<file path="src/hw/rtl/lldp_txcs_pkg.sv">
// shared types and constants of the lldp transmit credit scheduler
// no dependencies; imported by lldp_txcs_step and lldp_tx_credit_scheduler
`default_nettype none

package lldp_txcs_pkg;

  localparam int unsigned CreditW   = 8;
  localparam int unsigned IntervalW = 12;
  localparam int unsigned HoldW     = 7;
  localparam int unsigned JitterW   = 9;
  localparam int unsigned MsW       = 10;
  localparam int unsigned CountW    = 22;
  localparam int unsigned TtlW      = 16;
  localparam int unsigned CfgIdxW   = 2;
  localparam int unsigned CfgDataW  = 12;

  localparam logic [CreditW-1:0]   CreditMaxReset  = CreditW'(30);
  localparam logic [IntervalW-1:0] TxIntervalReset = IntervalW'(30);
  localparam logic [HoldW-1:0]     TxHoldReset     = HoldW'(4);
  localparam logic [MsW-1:0]       MsPerSecond     = MsW'(1000);
  localparam logic [JitterW-1:0]   JitterMax       = JitterW'(400);
  localparam logic [TtlW-1:0]      TtlMax          = TtlW'(65535);

  typedef enum logic [1:0] {
    KIND_TICK  = 2'd0,
    KIND_START = 2'd1,
    KIND_STOP  = 2'd2
  } kind_e;

  typedef enum logic [CfgIdxW-1:0] {
    CFG_CREDIT_MAX  = 2'd0,
    CFG_TX_INTERVAL = 2'd1,
    CFG_TX_HOLD     = 2'd2
  } cfg_idx_e;

  typedef struct packed {
    logic [1:0]         kind;
    logic [JitterW-1:0] jitter_ms;
  } in_req_t;

  typedef struct packed {
    logic               send_now;
    logic [CreditW-1:0] credit_left;
    logic [TtlW-1:0]    advertised_ttl;
    logic               running;
  } out_rsp_t;

  typedef struct packed {
    logic [CreditW-1:0]   credit_max;
    logic [IntervalW-1:0] tx_interval;
    logic [HoldW-1:0]     tx_hold;
  } cfg_t;

  typedef struct packed {
    logic               agent_on;
    logic [CreditW-1:0] credit_count;
    logic [MsW-1:0]     ms_in_second;
    logic [CountW-1:0]  countdown_ms;
  } state_t;

endpackage

`default_nettype wire

</file>
<file path="src/hw/rtl/lldp_txcs_step.sv">
// next-state and result logic for one request of the transmit scheduler
// depends on lldp_txcs_pkg
`default_nettype none

module lldp_txcs_step (
  input  lldp_txcs_pkg::in_req_t  req_i,
  input  lldp_txcs_pkg::cfg_t     cfg_i,
  input  lldp_txcs_pkg::state_t   state_i,
  output lldp_txcs_pkg::state_t   state_o,
  output lldp_txcs_pkg::out_rsp_t rsp_o
);
  import lldp_txcs_pkg::*;

  logic [JitterW-1:0]   jitter;
  logic [CountW-1:0]    delay_interval;
  logic [CountW-1:0]    delay_one;
  logic [MsW:0]         ms_inc;
  logic [CreditW:0]     credit_inc;
  logic [CreditW-1:0]   credit_pre;
  logic                 attempt;
  logic                 send;
  logic [HoldW+IntervalW-1:0] ttl_prod;
  logic [HoldW+IntervalW:0]   ttl_sum;
  state_t               ns;

  assign jitter = (req_i.jitter_ms > JitterMax) ? JitterMax : req_i.jitter_ms;
  assign delay_interval = CountW'(cfg_i.tx_interval) * CountW'(MsPerSecond)
                        + CountW'(jitter);
  assign delay_one      = CountW'(MsPerSecond) + CountW'(jitter);

  assign ms_inc     = {1'b0, state_i.ms_in_second} + (MsW+1)'(1);
  assign credit_inc = {1'b0, state_i.credit_count} + (CreditW+1)'(1);

  always_comb begin
    ns         = state_i;
    credit_pre = state_i.credit_count;
    attempt    = 1'b0;
    unique case (kind_e'(req_i.kind))
      KIND_START: begin
        ns          = '0;
        ns.agent_on = 1'b1;
        credit_pre  = cfg_i.credit_max;
        attempt     = 1'b1;
      end
      KIND_STOP: begin
        ns         = '0;
        credit_pre = '0;
      end
      KIND_TICK: begin
        if (state_i.agent_on) begin
          ns.ms_in_second = ms_inc[MsW-1:0];
          if (ms_inc >= (MsW+1)'(MsPerSecond)) begin
            // one more credit per full second, clamped to the ceiling
            ns.ms_in_second = '0;
            credit_pre = (credit_inc > (CreditW+1)'(cfg_i.credit_max)) ?
                         cfg_i.credit_max : credit_inc[CreditW-1:0];
          end
          if (state_i.countdown_ms <= CountW'(1)) begin
            attempt = 1'b1;
          end else begin
            ns.countdown_ms = state_i.countdown_ms - CountW'(1);
          end
        end
      end
      default: begin
        ns = state_i;
      end
    endcase

    send            = attempt && (credit_pre != '0);
    ns.credit_count = send ? credit_pre - CreditW'(1) : credit_pre;
    if (attempt) begin
      ns.countdown_ms = send ? delay_interval : delay_one;
    end
  end

  assign ttl_prod = (HoldW+IntervalW)'(cfg_i.tx_hold) * (HoldW+IntervalW)'(cfg_i.tx_interval);
  assign ttl_sum  = {1'b0, ttl_prod} + (HoldW+IntervalW+1)'(1);

  assign state_o = ns;

  always_comb begin
    rsp_o.send_now       = send;
    rsp_o.credit_left    = ns.credit_count;
    rsp_o.advertised_ttl = (ttl_sum >= (HoldW+IntervalW+1)'(TtlMax)) ?
                           TtlMax : ttl_sum[TtlW-1:0];
    rsp_o.running        = ns.agent_on;
  end

endmodule

`default_nettype wire

</file>
<file path="src/hw/rtl/lldp_tx_credit_scheduler.sv">
// top level of the lldp transmit credit scheduler: config registers,
// input register, scheduler state and result register; uses lldp_txcs_pkg, lldp_txcs_step
`default_nettype none

// Paces LLDP transmissions from a stream of requests: a 1 ms tick, start or
// stop. Each request yields exactly one result (send flag, credits left,
// advertised ttl, running). A request passes an input register and then one
// pass of next-state logic into the result register, and a new request is
// taken every cycle as long as results are drained; the result register
// stalls the input side only when it is full and not being taken. Config
// writes (index 0 credit_max, 1 tx_interval, 2 tx_hold, 3 ignored) are
// always accepted and belong to idle periods only.
module lldp_tx_credit_scheduler (
  input  logic                                     clk_i,
  input  logic                                     rst_ni,
  input  logic                                     in_valid_i,
  output logic                                     in_ready_o,
  input  lldp_txcs_pkg::in_req_t                   in_req_i,
  output logic                                     out_valid_o,
  input  logic                                     out_ready_i,
  output lldp_txcs_pkg::out_rsp_t                  out_rsp_o,
  input  logic                                     cfg_valid_i,
  output logic                                     cfg_ready_o,
  input  logic [lldp_txcs_pkg::CfgIdxW-1:0]        cfg_index_i,
  input  logic [lldp_txcs_pkg::CfgDataW-1:0]       cfg_data_i
);
  import lldp_txcs_pkg::*;

  cfg_t     cfg_q;
  logic     s1_valid_q;
  in_req_t  s1_req_q;
  state_t   state_q, state_d;
  logic     out_valid_q;
  out_rsp_t out_rsp_q, out_rsp_d;
  logic     s1_advance;

  assign cfg_ready_o = 1'b1;

  always_ff @(posedge clk_i or negedge rst_ni) begin
    if (!rst_ni) begin
      cfg_q.credit_max  <= CreditMaxReset;
      cfg_q.tx_interval <= TxIntervalReset;
      cfg_q.tx_hold     <= TxHoldReset;
    end else if (cfg_valid_i) begin
      case (cfg_idx_e'(cfg_index_i))
        CFG_CREDIT_MAX:  cfg_q.credit_max  <= cfg_data_i[CreditW-1:0];
        CFG_TX_INTERVAL: cfg_q.tx_interval <= cfg_data_i[IntervalW-1:0];
        CFG_TX_HOLD:     cfg_q.tx_hold     <= cfg_data_i[HoldW-1:0];
        default: ;
      endcase
    end
  end

  // stage 1 moves on when the result register is free or being drained
  assign s1_advance = s1_valid_q && (!out_valid_q || out_ready_i);
  assign in_ready_o = !s1_valid_q || s1_advance;

  always_ff @(posedge clk_i or negedge rst_ni) begin
    if (!rst_ni) begin
      s1_valid_q <= 1'b0;
    end else if (in_ready_o) begin
      s1_valid_q <= in_valid_i;
    end
  end

  always_ff @(posedge clk_i) begin
    if (in_ready_o && in_valid_i) begin
      s1_req_q <= in_req_i;
    end
  end

  lldp_txcs_step u_step (
    .req_i   (s1_req_q),
    .cfg_i   (cfg_q),
    .state_i (state_q),
    .state_o (state_d),
    .rsp_o   (out_rsp_d)
  );

  always_ff @(posedge clk_i or negedge rst_ni) begin
    if (!rst_ni) begin
      state_q     <= '0;
      out_valid_q <= 1'b0;
    end else begin
      if (s1_advance) begin
        state_q <= state_d;
      end
      if (s1_advance) begin
        out_valid_q <= 1'b1;
      end else if (out_ready_i) begin
        out_valid_q <= 1'b0;
      end
    end
  end

  always_ff @(posedge clk_i) begin
    if (s1_advance) begin
      out_rsp_q <= out_rsp_d;
    end
  end

  assign out_valid_o = out_valid_q;
  assign out_rsp_o   = out_rsp_q;

`ifndef SYNTH
  a_send_implies_running: assert property (@(posedge clk_i) disable iff (!rst_ni)
    out_valid_o && out_rsp_o.send_now |-> out_rsp_o.running)
    else $error("send reported while agent stopped");

  a_ms_in_range: assert property (@(posedge clk_i) disable iff (!rst_ni)
    state_q.ms_in_second < MsPerSecond)
    else $error("millisecond counter out of range");

  a_stopped_is_clear: assert property (@(posedge clk_i) disable iff (!rst_ni)
    !state_q.agent_on |-> (state_q.credit_count == '0) && (state_q.countdown_ms == '0)
                          && (state_q.ms_in_second == '0))
    else $error("stopped agent holds leftover state");

  a_result_follows_stage: assert property (@(posedge clk_i) disable iff (!rst_ni)
    s1_advance |=> out_valid_q)
    else $error("advanced request produced no result");
`endif

endmodule

`default_nettype wire
</file>
<file path="config.mk">
export PLATFORM = sky130hd
export DESIGN_NAME = lldp_tx_credit_scheduler
export DESIGN_NICKNAME = d
export VERILOG_FILES = /design/src/hw/rtl/lldp_txcs_pkg.sv /design/src/hw/rtl/lldp_txcs_step.sv /design/src/hw/rtl/lldp_tx_credit_scheduler.sv
export SDC_FILE = /design/constraint.sdc
export NUM_CORES = 1
export LEC_CHECK = 0
export BUFFER_PORTS_ARGS = -buffer_cell sky130_fd_sc_hd__buf_2
export CAP_MARGIN = 15
export CORE_MARGIN = 2
export CORE_UTILIZATION = 68
export DETAILED_ROUTE_END_ITERATION = 16
export GPL_TIMING_DRIVEN = 0
export PLACE_DENSITY_LB_ADDON = 0.3
export SYNTH_ARGS = -nofsm -noshare
export SYNTH_HDL_FRONTEND = slang
export SYNTH_SLANG_ARGS = --single-unit
</file>
<file path="constraint.sdc">
create_clock -name clk_i -period 13.91 [get_ports clk_i]
set_input_delay 0.6955 -clock clk_i [delete_from_list [all_inputs] [get_ports clk_i]]
set_output_delay 0.6955 -clock clk_i [all_outputs]
set_load 0.01 [all_outputs]
</file>
==> impl_metrics.tcl, run 1 <==
set metrics [dict create \
    status "finished clean" \
    post_cts_resized 0 \
    htreeDepth 3 \
    cts-root-buf "clkbuf_16" \
    synth.most_common_cell "inv_1" \
    cp.required_ps 13990 \
    grt_pass1_wl_um 40700 \
    maxSlewHeadroom_pct 32.3 \
    wl_per_cell_um 16.7 \
    r2r_start "cfg_q[2]" \
    drc 0 \
    rows 46 \
    grt.total_usage_pct 28.9 \
    ys_warn_count 0 \
    grt_pass1_vias 8839 \
    post-route-period-util_pct 46.1 \
    diodes 0 \
    wirelength_um 23800 \
    cap_viol_max_count 0 \
    finalSetupViolCount 0 \
    vias 8576 \
    boundaryPins 59 \
    synth.avg_cell_area_um2 9.67 \
    die_w_um 131 \
    initial_utilization_pct 69.5 \
    cts_buffers 9 \
    post_cts_buffers 0 \
    ys_ff_latch 107 \
    report.final.slew_viol_count 0 \
    worstPathCellList "clkbuf_1 -> and2_1 -> fa_1 -> fa_1 -> fa_1 -> inv_1 -> fa_1 -> inv_1 -> ha_1 -> a21o_1 -> a21o_1 -> a21o_1 -> a21o_1 -> nand2_1 -> a31oi_1 -> o41ai_1 -> xnor2_1 -> nor2_1 -> clkbuf_1 -> o211ai_1" \
    r2r_end "out_rsp_o[2]" \
    yosysUniqueCellTypes 84 \
    cp_max_fo 10 \
    worstHoldPathType "primary input to asynchronous set/reset pin" \
    tns_ps 0 \
    cpMaxStageDelayCell "dfstp_2" \
    final_antenna_net_count 0 \
    first_iter_violations 555 \
    io_buffers 57 \
    die_h_um 131 \
    cp_slowest_stage_delay_ps 570 \
    ctsHoldBuffers 0 \
    cts_tree "yes" \
    synth_edf_count 37 \
    avgViaCountPerCell 6.00 \
    seq_area_frac_synth_pct 26.0 \
    criticalPathCategory "flop to flop" \
    cp_top_family "adder cells" \
    rsz0062_at_grt "no" \
    grt_overflow_total 0 \
    fmax_mhz 156 \
    cts.sinks 107 \
    worst_ep_arrival_time_ps 6500 \
    worst_pin_slew_ps 1010 \
    min_period_ps 6420 \
    final.setup_skew_ps 10.7 \
    regArea_mm2 0.00287 \
    postSynthCellCount 1141 \
    yosys.area.top_type "fa_1" \
    nFillCells 1144 \
    syn_area_mm2 0.0110 \
    drive_above_1_share_pct 12.1 \
    syn-num-nets 1371 \
    final_nets 1439 \
    worstSetupEndpointType "flop" \
    reg2reg_slack_ps 7490 \
    synthTopCellsByCount "inv_1 (146), ha_1 (112), fa_1 (88), nand2_1 (85), and2_1 (74)" \
    die_area_mm2 0.0173 \
    globalplace.congestion 0.903 \
    synthTopCellsByArea "fa_1 (16%), dfrtp_1 (14%), ha_1 (13%)" \
    critPathBufInv 4 \
    clk_path_buf_depth 2 \
    worst-r2r-cell-count 20 \
    ys.flop_type "dfrtp_1" \
    dp_hpwl_um 18300 \
    drt-pass1-iter-count 7 \
    area_growth_pct 7.79 \
    antenna_found_initial 0 \
    grt_max_degree 71 \
    core_mm2 0.0159 \
    report.final.hold_viol_count 0 \
    crit_path_start_kind "flop" \
    async_reset_ff_share_pct 65.4 \
    multi_input_area_mm2 0.00749 \
    clkTransAtPathRegs_ps 70 \
    synth_top_area_share_pct 16.0 \
    clk-insertion-delay-late_ps 370 \
]
-- state kept, by name, indices dropped and copies added (netlist names) --
register and flops:
s1_req_q 11, state_q 41, out_rsp_o 26, cfg_q 27, s1_valid_q 1, out_valid_o 1
-- cell families (layout without fill, tap and decap cells) --
logic type	count (synthesis)	count (layout)	synth area share, %
adders and majority gates	200	200	28.7
buffers and inverters	175	248	6.10
and+or+nand+nor	327	327	15.5
DFF	107	107	26.0
AOI/OAI and AO/OA	226	226	14.4
muxes	45	45	4.49
other	1	1	0.0340
xor gates and xnor gates	60	60	4.76
-- through the flow --
stage	util (%)	setup slack, ps	instances	instance area [um2]	hold slack (ps)
finish	74.9	7490	1430	11900	444
global route	74.9	7150	1430	11900	501
CTS	74.9	7550	1430	11900	493
detailed placement	73.0	7580	1414	11600	486
global placement	73.0	7750	1414	11600	465
floorplan	-	8380	1141	11000	400
-- cell usage in the layout (no fill, tap or decap), drive strengths merged, types with 10 or more instances in the layout --
cell and count:
and2 75, nand2 86, xnor2 39, ha 112, nor2b 13, clkbuf 34, inv 149, nand2b 14
buf 62, mux2 36, edfxtp 37, o21ai 64, dfrtp 61, o211ai 10, fa 88, a21oi 45
nor2 53, a21o 17, xor2 21, and3 11, nor3 13, nand3 25
-- area by class of cell --
class                   instances  area share, %
well taps                     216           2.27
clock buffers                  10           2.01
clock inverters                 6          0.516
plain buffers                  29           1.06
flip-flops and latches        107           24.2
multi-input cells             859           62.9
inverters                     146           4.61
repair buffers                 57           2.42
-- metal layers --
metal	vias to the layer above	global-route usage (%)	part of all wire [%]
met3	61	4.75	5.4
met4	0	11.2	2.9
met1	4173	37.0	42
met5	-	0	0
met2	267	49.5	50
li1	4075	-	-
-- worst max-delay path by stage --
stage | start | end | slack, ps | depth (start not counted)
2_1_floorplan | cfg_q[2] | out_rsp_o[2] | 8380 | 20
3_3_place_gp | cfg_q[2] | out_rsp_o[2] | 7750 | 20
3_5_place_dp | cfg_q[2] | out_rsp_o[2] | 7580 | 20
4_1_cts | cfg_q[2] | out_rsp_o[2] | 7550 | 20
5_1_grt | cfg_q[6] | out_rsp_o[2] | 7150 | 21
6_report | cfg_q[2] | out_rsp_o[2] | 7490 | 20
Power of run 1 is left out: the tool's default activity adds up to more than one toggle a clock period on the data nets, which glitch-free logic cannot reach.
==> inputs of run 2 (changes only) <==
--- a/config.mk
+++ b/config.mk
@@ -8,7 +8,7 @@
 export BUFFER_PORTS_ARGS = -buffer_cell sky130_fd_sc_hd__buf_2
 export CAP_MARGIN = 15
 export CORE_MARGIN = 2
-export CORE_UTILIZATION = 68
+export CORE_UTILIZATION = 57
 export DETAILED_ROUTE_END_ITERATION = 16
 export GPL_TIMING_DRIVEN = 0
 export PLACE_DENSITY_LB_ADDON = 0.3
==> constraint.sdc (replaced) <==
create_clock -name clk_i -period 5.3 [get_ports clk_i]
set_input_delay 0.265 -clock clk_i [delete_from_list [all_inputs] [get_ports clk_i]]
set_output_delay 0.265 -clock clk_i [all_outputs]
set_load 0.01 [all_outputs]
==> impl_metrics.tcl, run 2 (synthesis results as in run 1) <==
set metrics [dict create \
    hold_depth 1 \
    fin_util_pct 67.4 \
    finalSetupViolCount 0 \
    clk_path_buf_depth 2 \
    final_nets 1488 \
    crit_cells 23 \
    fmax_mhz 192 \
    cts-root-buf "clkbuf_16" \
    maxSlewHeadroom_pct 33.9 \
    rsz0062_at_grt "yes" \
    path_common_cell "fa_1" \
    min_period_ps 5220 \
    place_inst 1459 \
    post-route-period-util_pct 98.5 \
    diodes 0 \
    clkTransAtPathRegs_ps 80 \
    area_growth_pct 15.1 \
    cp_max_fo 7 \
    avgViaCountPerCell 5.74 \
    cap_viol_max_count 0 \
    largest_reg_flops 41 \
    tns_ps 0 \
    worstSetupEndpointType "flop" \
    reg2reg_slack_ps 80 \
    report.final.slew_viol_count 0 \
    worstPathCellList "buf_4 -> and2_4 -> fa_1 -> inv_1 -> fa_1 -> inv_2 -> fa_1 -> inv_1 -> fa_1 -> inv_2 -> ha_4 -> nor2_4 -> nor2_2 -> o21a_1 -> o41a_1 -> o211ai_1 -> buf_4 -> a31oi_4 -> o41ai_2 -> xnor2_1 -> nor2_2 -> clkbuf_8 -> o211ai_1" \
    boundaryPins 59 \
    cts_tree "yes" \
    die_area_mm2 0.0205 \
    cpMaxStageDelayCell "fa_1" \
    final_antenna_net_count 0 \
    vias 8736 \
    final_cells 1523 \
    drive_above_1_share_pct 20.7 \
    final.setup_skew_ps 14.3 \
    grt_pass1_vias 8420 \
    first_iter_violations 555 \
    drt-pass1-iter-count 5 \
    die_h_um 143 \
    rows 50 \
    worst_ep_arrival_time_ps 5330 \
    status "finished clean" \
    crit_path_start_kind "flop" \
    final_cell_mix "inv_1 (135), ha_1 (103), fa_1 (88)" \
    drc 0 \
    io_buffers 57 \
    grt_max_degree 71 \
    dp_hpwl_um 17800 \
    r2r_end "out_rsp_o[2]" \
    critPathBufInv 7 \
    die_w_um 143 \
    grt.total_usage_pct 24.6 \
    initial_utilization_pct 58.6 \
    core_mm2 0.0188 \
    largest_register "state_q" \
    clk-insertion-delay-late_ps 370 \
    worst-r2r-cell-count 23 \
    final_common_cell "inv_1" \
    cp-startpoint "cfg_q[10]" \
    min-delay-start "in_req_i[0]" \
    antenna_found_initial 0 \
    worst_pin_slew_ps 991 \
    cp_top_family "adder cells" \
    cts.sinks 107 \
    worstHoldPathType "primary input to flop" \
    cp.required_ps 5400 \
    wirelength_um 24700 \
    globalplace.congestion 0.846 \
    grt_pass1_wl_um 40400 \
    report.final.hold_viol_count 0 \
    criticalPathCategory "flop to flop" \
    r2r_start "cfg_q[10]" \
    cts_buffers 9 \
    grt_overflow_total 0 \
    cp_slowest_stage_delay_ps 540 \
    wl_per_cell_um 16.2 \
    htreeDepth 3 \
    hold_end "s1_req_q[0]" \
]
==> run 2: cell count changes in the layout (fill, tap and decap cells not counted), moves of 4 or more <==
cell	change
buf_4	+42
inv_1	-11
inv_2	+10
and2_1	-9
and2_4	+9
dfrtp_1	-9
ha_1	-9
buf_6	+7
clkbuf_1	-7
dfrtp_2	+7
ha_4	+7
o21ai_0	-6
buf_8	+4
o21ai_1	+4
==> run 2: layout make-up <==
type	count	area (um2)
fillers	1462	6130
inverters	146	552
well taps	260	325
multi-input cells	859	7740
clock inverters	6	46.3
flip-flops and latches	107	2890
plain buffers	26	170
repair buffers	109	739
clock buffers	10	229
==> run 2: how the worst max path moves through the flow <==
stage,slack [ps],endpoint
floorplan,80,out_rsp_o[2]
global placement,-580,out_rsp_o[2]
detailed placement,-680,out_rsp_o[2]
CTS,2,out_rsp_o[2]
global route,-140,state_q[21]
finish,80,out_rsp_o[2]
==> run 2: worst reg2reg max path: cells and delay by family, from the launching register on <==
family | cells | cell delay [ps]
AOI/OAI and AO/OA | 6 | 930
xor gates and xnor gates | 1 | 130
adders and majority gates | 5 | 2230
buffers and inverters | 7 | 720
DFF | 1 | 420
and+or+nand+nor | 4 | 550
==> run 2: per-stage QoR <==
step / hold WS (ps) / area (um2) / setup WS [ps]
after floorplan: -30.6 / 11000 / 75.7
after global placement: 446 / 11700 / -579
after detailed placement: 303 / 11700 / -684
after CTS: 72.3 / 12400 / 2.37
after global routing: 59.4 / 12700 / -139
final: 76.9 / 12700 / 78.4
==> run 2: routing by layer <==
layer  routed length [um]  GRT usage, %  vias up  part of all wire, %
li1                     -             -     4162                    -
met1                11400          34.2     4364                   46
met2                12000          40.8      192                   48
met3                 1050          4.16       18                  4.3
met4                  245          4.64        0                 0.99
met5                    0             0        -                    0
==> run 2: repair_timing <==
item                                    4_1_cts  5_1_grt
buffers inserted                             27       22
pin swaps                                    17       49
gates cloned                                  1        0
hold buffers                                  1        0
endpoints found under the setup margin       20       21
gates resized for setup                      41       63
hold endpoints to repair                     61        0
Power of run 2 is left out for the same reason.
